<file path="src/rtl/ptc_pkg.sv">
// ----------------------------------------------------------------------------
// ptc_pkg
// Shared types, constants and the vehicle box test for the point transform
// and crop block.
// ----------------------------------------------------------------------------
package ptc_pkg;

    localparam int COORD_WIDTH    = 24;
    localparam int COORD_FRAC     = 10;
    localparam int COEF_WIDTH     = 16;
    localparam int COEF_FRAC_BITS = 14;
    localparam int INTENSITY_W    = 8;
    localparam int ROW_W          = 3 * COEF_WIDTH;
    localparam int CFG_INDEX_W    = 3;
    localparam int CFG_DATA_W     = ROW_W;

    // point word: x, y, z, intensity from bit 0 up, padded to whole bytes
    localparam int POINT_BITS = 3 * COORD_WIDTH + INTENSITY_W;
    localparam int TDATA_W    = ((POINT_BITS + 7) / 8) * 8;

    localparam int PROD_W = COEF_WIDTH + COORD_WIDTH;
    localparam int ACC_W  = PROD_W + 2;
    localparam int SUM_W  = ACC_W - COEF_FRAC_BITS + 1;
    localparam int ROUND_HALF = 1 << (COEF_FRAC_BITS - 1);

    localparam logic [COEF_WIDTH-1:0] COEF_ONE = COEF_WIDTH'(1 << COEF_FRAC_BITS);
    localparam logic [COEF_WIDTH-1:0] COEF_ZERO = '0;

    localparam logic signed [COORD_WIDTH-1:0] COORD_MAX = {1'b0, {(COORD_WIDTH-1){1'b1}}};
    localparam logic signed [COORD_WIDTH-1:0] COORD_MIN = {1'b1, {(COORD_WIDTH-1){1'b0}}};

    // vehicle box: centre (0, 0.5, -1) m, half extents (5, 2, 2) m
    localparam int BOX_CX = 0;
    localparam int BOX_CY = 1 << (COORD_FRAC - 1);
    localparam int BOX_CZ = -(1 << COORD_FRAC);
    localparam int BOX_HX = 5 << COORD_FRAC;
    localparam int BOX_HY = 2 << COORD_FRAC;
    localparam int BOX_HZ = 2 << COORD_FRAC;

    localparam logic signed [COORD_WIDTH-1:0] BOX_X_LO = COORD_WIDTH'(BOX_CX - BOX_HX);
    localparam logic signed [COORD_WIDTH-1:0] BOX_X_HI = COORD_WIDTH'(BOX_CX + BOX_HX);
    localparam logic signed [COORD_WIDTH-1:0] BOX_Y_LO = COORD_WIDTH'(BOX_CY - BOX_HY);
    localparam logic signed [COORD_WIDTH-1:0] BOX_Y_HI = COORD_WIDTH'(BOX_CY + BOX_HY);
    localparam logic signed [COORD_WIDTH-1:0] BOX_Z_LO = COORD_WIDTH'(BOX_CZ - BOX_HZ);
    localparam logic signed [COORD_WIDTH-1:0] BOX_Z_HI = COORD_WIDTH'(BOX_CZ + BOX_HZ);

    typedef enum logic [CFG_INDEX_W-1:0] {
        REG_ROT_ROW_X = 3'd0,
        REG_ROT_ROW_Y = 3'd1,
        REG_ROT_ROW_Z = 3'd2,
        REG_OFFSET_X  = 3'd3,
        REG_OFFSET_Y  = 3'd4,
        REG_OFFSET_Z  = 3'd5,
        REG_X_MIN     = 3'd6
    } ptc_reg_t;

    typedef struct packed {
        logic [ROW_W-1:0]              rot_row_x;
        logic [ROW_W-1:0]              rot_row_y;
        logic [ROW_W-1:0]              rot_row_z;
        logic signed [COORD_WIDTH-1:0] offset_x;
        logic signed [COORD_WIDTH-1:0] offset_y;
        logic signed [COORD_WIDTH-1:0] offset_z;
        logic signed [COORD_WIDTH-1:0] x_min;
    } ptc_cfg_t;

    typedef struct packed {
        logic                          source;
        logic signed [COORD_WIDTH-1:0] x;
        logic signed [COORD_WIDTH-1:0] y;
        logic signed [COORD_WIDTH-1:0] z;
        logic [INTENSITY_W-1:0]        intensity;
    } ptc_point_t;

    typedef logic signed [PROD_W-1:0] prod_t;

    typedef struct packed {
        ptc_point_t            pt;
        prod_t [2:0][2:0]      prod;   // [row][column]
    } ptc_prod_t;

    function automatic logic in_box(input logic signed [COORD_WIDTH-1:0] x,
                                    input logic signed [COORD_WIDTH-1:0] y,
                                    input logic signed [COORD_WIDTH-1:0] z);
        logic ix;
        logic iy;
        logic iz;
        ix = (x >= BOX_X_LO) && (x <= BOX_X_HI);
        iy = (y >= BOX_Y_LO) && (y <= BOX_Y_HI);
        iz = (z >= BOX_Z_LO) && (z <= BOX_Z_HI);
        return ix && iy && iz;
    endfunction

endpackage

</file>
<file path="src/rtl/ptc_finish.sv">
// ----------------------------------------------------------------------------
// ptc_finish
// Row sums, rounding, translation with saturation, source select and the
// vehicle box reject.
// ----------------------------------------------------------------------------
module ptc_finish (
    input  ptc_pkg::ptc_prod_t  stage,
    input  ptc_pkg::ptc_cfg_t   cfg,
    output ptc_pkg::ptc_point_t result,
    output logic                keep
);
    import ptc_pkg::*;

    function automatic logic signed [COORD_WIDTH-1:0] row_out(
        input logic signed [PROD_W-1:0]      p0,
        input logic signed [PROD_W-1:0]      p1,
        input logic signed [PROD_W-1:0]      p2,
        input logic signed [COORD_WIDTH-1:0] off);
        logic signed [ACC_W-1:0]       acc;
        logic signed [SUM_W-1:0]       sum;
        logic [SUM_W-COORD_WIDTH:0]    top;
        logic signed [COORD_WIDTH-1:0] res;
        acc = ACC_W'(p0) + ACC_W'(p1) + ACC_W'(p2) + ACC_W'(ROUND_HALF);
        // floor shift of the rounded sum, then translate
        sum = SUM_W'($signed(acc[ACC_W-1:COEF_FRAC_BITS])) + SUM_W'(off);
        top = sum[SUM_W-1:COORD_WIDTH-1];
        if ((&top) || !(|top))
            res = sum[COORD_WIDTH-1:0];
        else if (sum[SUM_W-1])
            res = COORD_MIN;
        else
            res = COORD_MAX;
        return res;
    endfunction

    logic signed [COORD_WIDTH-1:0] tx;
    logic signed [COORD_WIDTH-1:0] ty;
    logic signed [COORD_WIDTH-1:0] tz;

    assign tx = row_out(stage.prod[0][0], stage.prod[0][1], stage.prod[0][2], cfg.offset_x);
    assign ty = row_out(stage.prod[1][0], stage.prod[1][1], stage.prod[1][2], cfg.offset_y);
    assign tz = row_out(stage.prod[2][0], stage.prod[2][1], stage.prod[2][2], cfg.offset_z);

    always_comb
    begin
        result = stage.pt;
        if (stage.pt.source)
        begin
            result.x = tx;
            result.y = ty;
            result.z = tz;
        end
    end

    assign keep = !in_box(result.x, result.y, result.z);

endmodule

</file>
<file path="config.mk">
export PLATFORM = sky130hd
export DESIGN_NAME = ptc_finish
export DESIGN_NICKNAME = d
export VERILOG_FILES = /design/src/rtl/ptc_pkg.sv /design/src/rtl/ptc_finish.sv
export SDC_FILE = /design/constraint.sdc
export NUM_CORES = 1
export LEC_CHECK = 0
export ABC_CLOCK_PERIOD_IN_PS = 13100
export CELL_PAD_IN_SITES_DETAIL_PLACEMENT = 0
export CELL_PAD_IN_SITES_GLOBAL_PLACEMENT = 1
export CORE_AREA = 5 5 292 294
export DETAILED_ROUTE_END_ITERATION = 16
export DIE_AREA = 0 0 297 299
export DONT_BUFFER_PORTS = 1
export PLACE_DENSITY = 0.39
export SYNTH_ARGS = -nofsm -noshare
export SYNTH_HDL_FRONTEND = slang
export SYNTH_SLANG_ARGS = --single-unit
export TNS_END_PERCENT = 5
</file>
<file path="constraint.sdc">
create_clock -name vclk -period 13.1
set_input_delay 2.62 -clock vclk [all_inputs]
set_output_delay 2.62 -clock vclk [all_outputs]
set_load 0.02 [all_outputs]
</file>
==> results_dict.tcl <==
set metrics [dict create \
    critical_path.max_fanout 6 \
    ir_drop_uv 100.4 \
    fin_crit_ns 13.19 \
    p_comb_frac 1.000 \
    timing.fmax_mhz 75.83 \
    yosys_warnings 0 \
    die_area_um2 88800 \
    numPortBuffers 0 \
    rsz0062_at_grt "true" \
    yosysUniqueCellTypes 92 \
    power_density_nw_per_um2 218.7 \
    p_leak_uw 0.01001 \
    grt_usage 0.1409 \
    timing.slew.headroom 0.03759 \
    drt_iter0_markers 590 \
    place_congestion 0.8243 \
    worstMarginPinSlew_ns 1.429 \
    nFillCells 9240 \
    vias 15628 \
    setup_viol 1 \
    netlist_area_um2 15800 \
    dieWidth_um 297 \
    viasPerCell 4.515 \
    overflow 0 \
    die_h_um 299 \
    critPathCaptureType "output pin" \
    failed_checks "setup timing" \
    area_growth_pct 24.59 \
    seqCellArea_um2 0 \
    first_pass_iters 4 \
    syn-num-nets 3234 \
    avgSynthCellArea_um2 7.481 \
    slowest_delay_ns 0.54 \
    min_path_type "input pin to output pin" \
    maxSlewViolCount 0 \
    finalHoldViolations 0 \
    core_area_um2 82630 \
    drive_gt1_frac 0.1674 \
    layout_setup_ws_ns -0.08677 \
    status "finished, violations left" \
    finalNetCount 3496 \
    design.seq.count 0 \
    switchingPower_uw 2420 \
    crit_type "input pin to output pin" \
    yosysMostFrequentCell "inv_1" \
    min_from "stage[365]" \
    pin_count 763 \
    maxCapViolations 0 \
    grt_pass1_vias 16531 \
    final_util 0.2382 \
    route.final.wire_length_um 66230 \
    hold_end "result[5]" \
    post_drt_wl_per_cell_um 19.14 \
    synth_common_cells "inv_1, ha_1, nor2_1" \
    fp-row-count 106 \
    cp_slowest_cell "fa_1" \
    hpwl_um 61390 \
    initial_utilization 0.1912 \
    yosysTopAreaCell "ha_1" \
    p_int_uw 1885 \
    tns_ns -0.08677 \
    cp.required_ns 10.48 \
    p_clk_frac 0 \
    antenna_found_initial 16 \
    hold_path_depth 0 \
    ant_nets 0 \
    arrival_ns 10.57 \
    swShare 0.5621 \
    timing.critical_path.mode_cell "buf_4" \
    yosys-top-cells-area "ha_1, fa_1, inv_1, xnor2_1, a21oi_1" \
    post-route-drc-count 0 \
    cp-start-kind "input pin" \
    grt_pass1_wl_um 99220 \
    synthCells 2112 \
    ys_seq_area_frac 0 \
    synth_top_area_frac 0.2542 \
    post-route-period-util 1.007 \
    num-clock-buffers 0 \
    dp_slack_ns -1.314 \
    grt_max_degree 86 \
    p_seq_frac 0 \
]
-- power groups by stage --
stage / Sequential (uW) / Combinational (uW) / Clock, uW
after floorplan: 0 / 2500 / 0
after global placement: 0 / 4170 / 0
after detailed placement: 0 / 4170 / 0
after CTS: 0 / 4280 / 0
after global routing: 0 / 4770 / 0.0000410
final: 0 / 4300 / 0.0000954
-- layout by cell type (no fill, tap or decap), types with 8 or more instances in the layout --
cell type  count
a211o_1        8
a211oi_1      18
a211oi_2       8
a21o_1        42
a21oi_1      131
a221o_1       10
a221oi_1      11
a31oi_1       16
and2_1        18
and3_1        15
and4_1         9
buf_4        304
diode_2        9
fa_1         120
ha_1         317
inv_1        435
nand2_1      107
nand2b_1      21
nand3_1       25
nand4_1       25
nor2_1       149
nor2b_1       26
nor3_1        46
nor4_1         8
o2111ai_1     13
o211ai_1      32
o21a_1        29
o21ai_0       84
o21ai_1       12
o21bai_1      12
o31ai_1       11
or2_2          8
or3_1          8
xnor2_1       83
xor2_1        45
-- stage by stage --
stage	std cells	hold WS [ns]	total power [uW]	instance area (um^2)
2_1_floorplan	2112	5.353	2502	15800
3_3_place_gp	3435	5.240	4175	19160
3_5_place_dp	3435	5.240	4170	19160
4_1_cts	3443	5.240	4284	19410
5_1_grt	3456	5.240	4769	19670
6_report	3461	5.240	4305	19680
-- how the worst max path moves through the flow --
stage / from / endpoint / slack (ns) / cells past startpoint
floorplan: stage[4] / keep / 0.002 / 33
global placement: stage[4] / keep / -1.29 / 36
detailed placement: stage[4] / keep / -1.31 / 37
CTS: stage[4] / keep / -0.34 / 38
global route: stage[5] / keep / -0.55 / 39
finish: stage[5] / keep / -0.09 / 39
-- final cells by class --
cell class	instances	area, um^2	share of cell area
multi-input combinational	1627	14290	0.7260
timing repair buffer	309	2381	0.1210
inverter	436	1638	0.08321
tap	1080	1351	0.06865
antenna	9	22.52	0.001144
-- what timing repair did --
action | 4_1_cts | 5_1_grt
cloned | 1 | 0
endpoints found under the setup margin | 1 | 7
buffers inserted | 8 | 9
pin swaps | 21 | 29
gates resized for setup | 34 | 31
hold buffers | 0 | 0
endpoints found under the hold margin | 0 | 0
-- layer usage --
metal  vias to the layer above  track usage  share of wire
met2                       423       0.2357           0.46
met3                        36      0.04148          0.075
met1                      7289       0.1878           0.46
met4                        14      0.01167         0.0079
li1                       7866            -              -
met5                         -            0         0.0014
-- critical path, delay by kind of cell --
| kind | cells | cell delay (ns) |
|---|---|---|
| AO/OA/AOI/OAI | 13 | 2.88 |
| XOR/XNOR | 1 | 0.06 |
| adder cells (fa/ha/maj) | 4 | 1.45 |
| buffers and inverters | 10 | 1.35 |
| AND/OR/NAND/NOR | 11 | 2.18 |
-- kinds of logic after synthesis --
kind of cell	after synthesis	synth area share
AOI/OAI and AO/OA	555	0.2443
and+or+nand+nor	500	0.1574
buffers and inverters	485	0.1192
adders and majority gates	441	0.4063
xor gates and xnor gates	128	0.07096
muxes	3	0.001901
(Power assumes the default switching activity.)
