File: src/rtl/ptc_pkg.sv
// ----------------------------------------------------------------------------
// ptc_pkg
// Shared types, constants and the vehicle box test for the point transform
// and crop block.
// ----------------------------------------------------------------------------
package ptc_pkg;

    localparam int COORD_WIDTH    = 24;
    localparam int COORD_FRAC     = 10;
    localparam int COEF_WIDTH     = 16;
    localparam int COEF_FRAC_BITS = 14;
    localparam int INTENSITY_W    = 8;
    localparam int ROW_W          = 3 * COEF_WIDTH;
    localparam int CFG_INDEX_W    = 3;
    localparam int CFG_DATA_W     = ROW_W;

    // point word: x, y, z, intensity from bit 0 up, padded to whole bytes
    localparam int POINT_BITS = 3 * COORD_WIDTH + INTENSITY_W;
    localparam int TDATA_W    = ((POINT_BITS + 7) / 8) * 8;

    localparam int PROD_W = COEF_WIDTH + COORD_WIDTH;
    localparam int ACC_W  = PROD_W + 2;
    localparam int SUM_W  = ACC_W - COEF_FRAC_BITS + 1;
    localparam int ROUND_HALF = 1 << (COEF_FRAC_BITS - 1);

    localparam logic [COEF_WIDTH-1:0] COEF_ONE = COEF_WIDTH'(1 << COEF_FRAC_BITS);
    localparam logic [COEF_WIDTH-1:0] COEF_ZERO = '0;

    localparam logic signed [COORD_WIDTH-1:0] COORD_MAX = {1'b0, {(COORD_WIDTH-1){1'b1}}};
    localparam logic signed [COORD_WIDTH-1:0] COORD_MIN = {1'b1, {(COORD_WIDTH-1){1'b0}}};

    // vehicle box: centre (0, 0.5, -1) m, half extents (5, 2, 2) m
    localparam int BOX_CX = 0;
    localparam int BOX_CY = 1 << (COORD_FRAC - 1);
    localparam int BOX_CZ = -(1 << COORD_FRAC);
    localparam int BOX_HX = 5 << COORD_FRAC;
    localparam int BOX_HY = 2 << COORD_FRAC;
    localparam int BOX_HZ = 2 << COORD_FRAC;

    localparam logic signed [COORD_WIDTH-1:0] BOX_X_LO = COORD_WIDTH'(BOX_CX - BOX_HX);
    localparam logic signed [COORD_WIDTH-1:0] BOX_X_HI = COORD_WIDTH'(BOX_CX + BOX_HX);
    localparam logic signed [COORD_WIDTH-1:0] BOX_Y_LO = COORD_WIDTH'(BOX_CY - BOX_HY);
    localparam logic signed [COORD_WIDTH-1:0] BOX_Y_HI = COORD_WIDTH'(BOX_CY + BOX_HY);
    localparam logic signed [COORD_WIDTH-1:0] BOX_Z_LO = COORD_WIDTH'(BOX_CZ - BOX_HZ);
    localparam logic signed [COORD_WIDTH-1:0] BOX_Z_HI = COORD_WIDTH'(BOX_CZ + BOX_HZ);

    typedef enum logic [CFG_INDEX_W-1:0] {
        REG_ROT_ROW_X = 3'd0,
        REG_ROT_ROW_Y = 3'd1,
        REG_ROT_ROW_Z = 3'd2,
        REG_OFFSET_X  = 3'd3,
        REG_OFFSET_Y  = 3'd4,
        REG_OFFSET_Z  = 3'd5,
        REG_X_MIN     = 3'd6
    } ptc_reg_t;

    typedef struct packed {
        logic [ROW_W-1:0]              rot_row_x;
        logic [ROW_W-1:0]              rot_row_y;
        logic [ROW_W-1:0]              rot_row_z;
        logic signed [COORD_WIDTH-1:0] offset_x;
        logic signed [COORD_WIDTH-1:0] offset_y;
        logic signed [COORD_WIDTH-1:0] offset_z;
        logic signed [COORD_WIDTH-1:0] x_min;
    } ptc_cfg_t;

    typedef struct packed {
        logic                          source;
        logic signed [COORD_WIDTH-1:0] x;
        logic signed [COORD_WIDTH-1:0] y;
        logic signed [COORD_WIDTH-1:0] z;
        logic [INTENSITY_W-1:0]        intensity;
    } ptc_point_t;

    typedef logic signed [PROD_W-1:0] prod_t;

    typedef struct packed {
        ptc_point_t            pt;
        prod_t [2:0][2:0]      prod;   // [row][column]
    } ptc_prod_t;

    function automatic logic in_box(input logic signed [COORD_WIDTH-1:0] x,
                                    input logic signed [COORD_WIDTH-1:0] y,
                                    input logic signed [COORD_WIDTH-1:0] z);
        logic ix;
        logic iy;
        logic iz;
        ix = (x >= BOX_X_LO) && (x <= BOX_X_HI);
        iy = (y >= BOX_Y_LO) && (y <= BOX_Y_HI);
        iz = (z >= BOX_Z_LO) && (z <= BOX_Z_HI);
        return ix && iy && iz;
    endfunction

endpackage

File: src/rtl/ptc_cfg_regs.sv
// ----------------------------------------------------------------------------
// ptc_cfg_regs
// Configuration register file: rotation rows, translation and x crop limit.
// ----------------------------------------------------------------------------
module ptc_cfg_regs (
    input  logic                             clk,
    input  logic                             rst_n,
    input  logic                             wr_en,
    input  logic [ptc_pkg::CFG_INDEX_W-1:0]  wr_index,
    input  logic [ptc_pkg::CFG_DATA_W-1:0]   wr_data,
    output ptc_pkg::ptc_cfg_t                cfg
);
    import ptc_pkg::*;

    ptc_cfg_t cfg_reg;
    ptc_cfg_t cfg_next;

    always_comb
    begin
        cfg_next = cfg_reg;
        if (wr_en)
        begin
            case (ptc_reg_t'(wr_index))
                REG_ROT_ROW_X: cfg_next.rot_row_x = wr_data[ROW_W-1:0];
                REG_ROT_ROW_Y: cfg_next.rot_row_y = wr_data[ROW_W-1:0];
                REG_ROT_ROW_Z: cfg_next.rot_row_z = wr_data[ROW_W-1:0];
                REG_OFFSET_X:  cfg_next.offset_x  = wr_data[COORD_WIDTH-1:0];
                REG_OFFSET_Y:  cfg_next.offset_y  = wr_data[COORD_WIDTH-1:0];
                REG_OFFSET_Z:  cfg_next.offset_z  = wr_data[COORD_WIDTH-1:0];
                REG_X_MIN:     cfg_next.x_min     = wr_data[COORD_WIDTH-1:0];
                default:       cfg_next = cfg_reg;   // unmapped index: ignored
            endcase
        end
    end

    always_ff @(posedge clk or negedge rst_n)
    begin
        if (!rst_n)
        begin
            // identity rotation, no offset, x_min = 0
            cfg_reg.rot_row_x <= {COEF_ZERO, COEF_ZERO, COEF_ONE};
            cfg_reg.rot_row_y <= {COEF_ZERO, COEF_ONE, COEF_ZERO};
            cfg_reg.rot_row_z <= {COEF_ONE, COEF_ZERO, COEF_ZERO};
            cfg_reg.offset_x  <= '0;
            cfg_reg.offset_y  <= '0;
            cfg_reg.offset_z  <= '0;
            cfg_reg.x_min     <= '0;
        end
        else
        begin
            cfg_reg <= cfg_next;
        end
    end

    assign cfg = cfg_reg;

endmodule

File: config.mk
export PLATFORM = sky130hd
export DESIGN_NAME = ptc_cfg_regs
export DESIGN_NICKNAME = d
export VERILOG_FILES = /design/src/rtl/ptc_pkg.sv /design/src/rtl/ptc_cfg_regs.sv
export SDC_FILE = /design/constraint.sdc
export NUM_CORES = 1
export LEC_CHECK = 0
export BUFFER_PORTS_ARGS = -buffer_cell sky130_fd_sc_hd__buf_4
export CAP_MARGIN = 10
export CORE_ASPECT_RATIO = 2
export CORE_MARGIN = 1
export CORE_UTILIZATION = 44
export CTS_CLUSTER_SIZE = 25
export DETAILED_ROUTE_END_ITERATION = 10
export HOLD_SLACK_MARGIN = 0.08
export PLACE_DENSITY = 0.78
export SYNTH_ARGS = -nofsm -noshare
export SYNTH_HDL_FRONTEND = slang
export SYNTH_SLANG_ARGS = --single-unit
File: constraint.sdc
create_clock -name clk -period 0.9 [get_ports clk]
set_clock_uncertainty 0.1 [all_clocks]
set_input_delay 0.135 -clock clk [delete_from_list [all_inputs] [get_ports clk]]
set_output_delay 0.135 -clock clk [all_outputs]
set_load 0.005 [all_outputs]
==> out/metrics.csv <==
stage,metric,value,unit
run_status,status,finished with violations,
run_status,violations,setup timing,
clock_network,clockBufferDepth,3,
cells_and_area,drive_gt1_share,73.1,%
critical_path,required,0.66,ns
grt,grt_pass1_wl,47800,um
clock_network,clkTransAtPathRegs,0.08,ns
floorplan,die_w,103,um
sta,worst_slack,-0.537,ns
critical_path,critical_path_class,reg -> out,
sta,layout_min_cycle_time,1.44,ns
sta,setup_violations,480,
critical_path,worstPathMaxFanout,2,
power,p_per_area,2350,mW/mm^2
logic_synthesis,ys_seq_area_share,67.1,%
sta,hold_viol,0,
routing,vias,7201,
sta,tightest_slew,0.294,ns
logic_synthesis,syn_nets,566,
power,sw_frac_of_total,27.3,%
sta,fmax,0.696,GHz
floorplan,dieArea,0.0210,sq mm
critical_path,start_kind,flip-flop,
critical_path,cp_cell_sequence,buf_6,
critical_path,cp_num_buf_inv,1,
grt,grt_pass1_vias,7721,
critical_path,cp_slowest_cell,dfrtp_1,
grt,grt_max_degree,37,
cells_and_area,final_nets,1124,
place,numPortBuffers,293,
logic_synthesis,yosysTopAreaCell,dfrtp_1,
floorplan,initial_utilization,45.0,%
logic_synthesis,synth_area_leaders,"dfrtp_1 66%, mux2_2 25%, mux2_1 5.3%",
hold_path,worstHoldPathType,in -> async,
clock_network,cts_tree,yes,
routing,drt_iter0_drc,262,
clock_network,clock_sinks,240,
power,power.internal,29.3,mW
floorplan,design.core.area,0.0199,sq mm
power,switchingPower,11.0,mW
logic_synthesis,synth_warnings,0,
routing,drc,0,
clock_network,cts_buffers,22,
place,placedInstanceArea,0.0121,sq mm
cells_and_area,antenna_cells,0,
place,gp_congestion,0.754,
grt,grt_usage,31.8,%
clock_network,cts_root_buf,clkbuf_16,
flow_run,drv_cap,0,
routing,dr.pass1.iters,5,
critical_path,slowest_delay,0.51,ns
floorplan,num_rows,73,
power,p_seq_share,38.6,%
floorplan,dieHeight,204,um
critical_path,arrival,1.20,ns
routing,vias_per_cell,5.34,
grt,antenna_found_initial,0,
logic_synthesis,synth_top_area_share,66.2,%
clock_network,htreeDepth,1,
critical_path,crit_family,flip-flops,
place,place.detailed.hpwl,16900,um
sta,holdWs,0.0410,ns
cells_and_area,fin_area,0.0172,sq mm
floorplan,ioPinCount,294,
clock_network,insertion_delay,0.52,ns
power,pwr-share-comb,35.2,%
sta,slew_headroom,80.4,%
cells_and_area,syn_to_final_growth,91.4,%
sta,slew_viol_final,0,
routing,wl_per_cell,29.3,um
sta,period_share,160,%
logic_synthesis,syn-instance-count,512,
critical_path,endpoint_kind,output port,
logic_synthesis,ys_types,11,
logic_synthesis,ys_ff_latch,240,
routing,ant_nets,0,
power,p_leak,8.43,nW
clock_network,cts_hold_buffers,49,
power,ir_drop,2.12,mV
power,clockPowerShare,26.2,%
cells_and_area,largest_register_ffs,240,
sta,rsz0062_at_grt,yes,
routing,routed_wl,39500,um
logic_synthesis,syn_area,0.00896,sq mm
logic_synthesis,synth.avg_cell_area,17.5,sq um
grt,gr-total-overflow,0,
[metal layers]
metal | wire length [um] | global-route usage (%) | part of all wire [%] | vias up
met5 | 0 | 0 | 0 | -
met4 | 3450 | 22.2 | 8.7 | 0
met3 | 2440 | 5.54 | 6.2 | 187
met2 | 20900 | 56.9 | 53 | 405
met1 | 12700 | 32.4 | 32 | 3679
li1 | - | - | - | 2930
[worst register-to-register path: cells and delay by family, from the launching register on]
kind | cells | cell delay (ns)
flip-flops | 1 | 0.42
buffers and inverters | 2 | 0.24
multiplexers | 1 | 0.26
[cell usage after synthesis, drive strengths merged]
cell / count
and4bb: 2
buf: 25
dfrtp: 237
dfstp: 3
mux2: 240
nand4b: 3
nor4b: 1
nor4bb: 1
[power by group through the flow]
stage                     Combinational [mW]  Sequential [mW]  Clock (mW)
after detailed placement                8.12             14.7           0
after global routing                    14.8             15.7        11.0
final                                   14.2             15.5        10.6
after floorplan                         2.74             14.7           0
after global placement                  7.93             14.6           0
after CTS                               11.7             15.0        10.4
[through the flow]
| step | power [mW] | setup WS [ns] | setup TNS [ns] | instances | utilization [%] |
|---|---|---|---|---|---|
| finish | 40.3 | -0.537 | -130.67 | 1348 | 86.2 |
| global placement | 22.6 | -0.657 | -131.34 | 1077 | 61.0 |
| floorplan | 17.5 | -0.389 | -76.88 | 512 | - |
| detailed placement | 22.8 | -0.666 | -136.00 | 1077 | 61.0 |
| global route | 41.5 | -0.574 | -137.57 | 1348 | 86.2 |
| CTS | 37.1 | -0.512 | -117.57 | 1289 | 80.5 |
[cell families (layout without fill, tap and decap cells)]
group | count (synthesis) | after routing | share of synthesized area, %
multiplexers | 240 | 240 | 30.2
AND/OR/NAND/NOR | 7 | 7 | 0.852
buffers and inverters | 25 | 599 | 1.93
flip-flops | 240 | 240 | 67.1
[path summary, 6_finish.rpt]
kind,startpoint,to,slack (ns),cells after the start
hold reg to reg,cfg[15]$_DFFE_PN0P_,cfg[15]$_DFFE_PN0P_,0.44,1
max in group asynchronous,rst_n,cfg[124]$_DFFE_PN0P_,0.17,4
setup reg to reg,cfg[198]$_DFFE_PN0P_,cfg[198]$_DFFE_PN0P_,-0.23,3
hold / removal,rst_n,cfg[201]$_DFFE_PN0P_,0.04,3
setup / recovery,cfg[139]$_DFFE_PN0P_,cfg[139],-0.54,1
min in group clk,wr_index[0],cfg[49]$_DFFE_PN0P_,0.17,5
[timing repair]
action / CTS / global route
gates cloned: 14 / 10
buffers inserted: 110 / 91
endpoints found under the setup margin: 417 / 480
gates resized for setup: 367 / 181
pin swaps: 3 / 4
hold endpoints to repair: 480 / 33
[area by class of cell]
type / instances / area, sq um
clock buffers: 31 / 644
clock inverters: 9 / 159
fillers: 842 / 2760
multi-input cells: 247 / 3650
flip-flops and latches: 240 / 6010
well taps: 262 / 328
repair buffers: 559 / 6370
[cells in the final DEF (no fill, tap or decap), drive strengths merged]
cell type and n:
dfrtp 237, bufinv 4, dfstp 3, nand4b 3
clkinv 4, nor4b 1, dlygate4sd3 49, clkbuf 40
clkinvlp 1, buf 501, mux2 240, and4bb 2
nor4bb 1
Note: power is estimated with default switching activity, not from simulation.
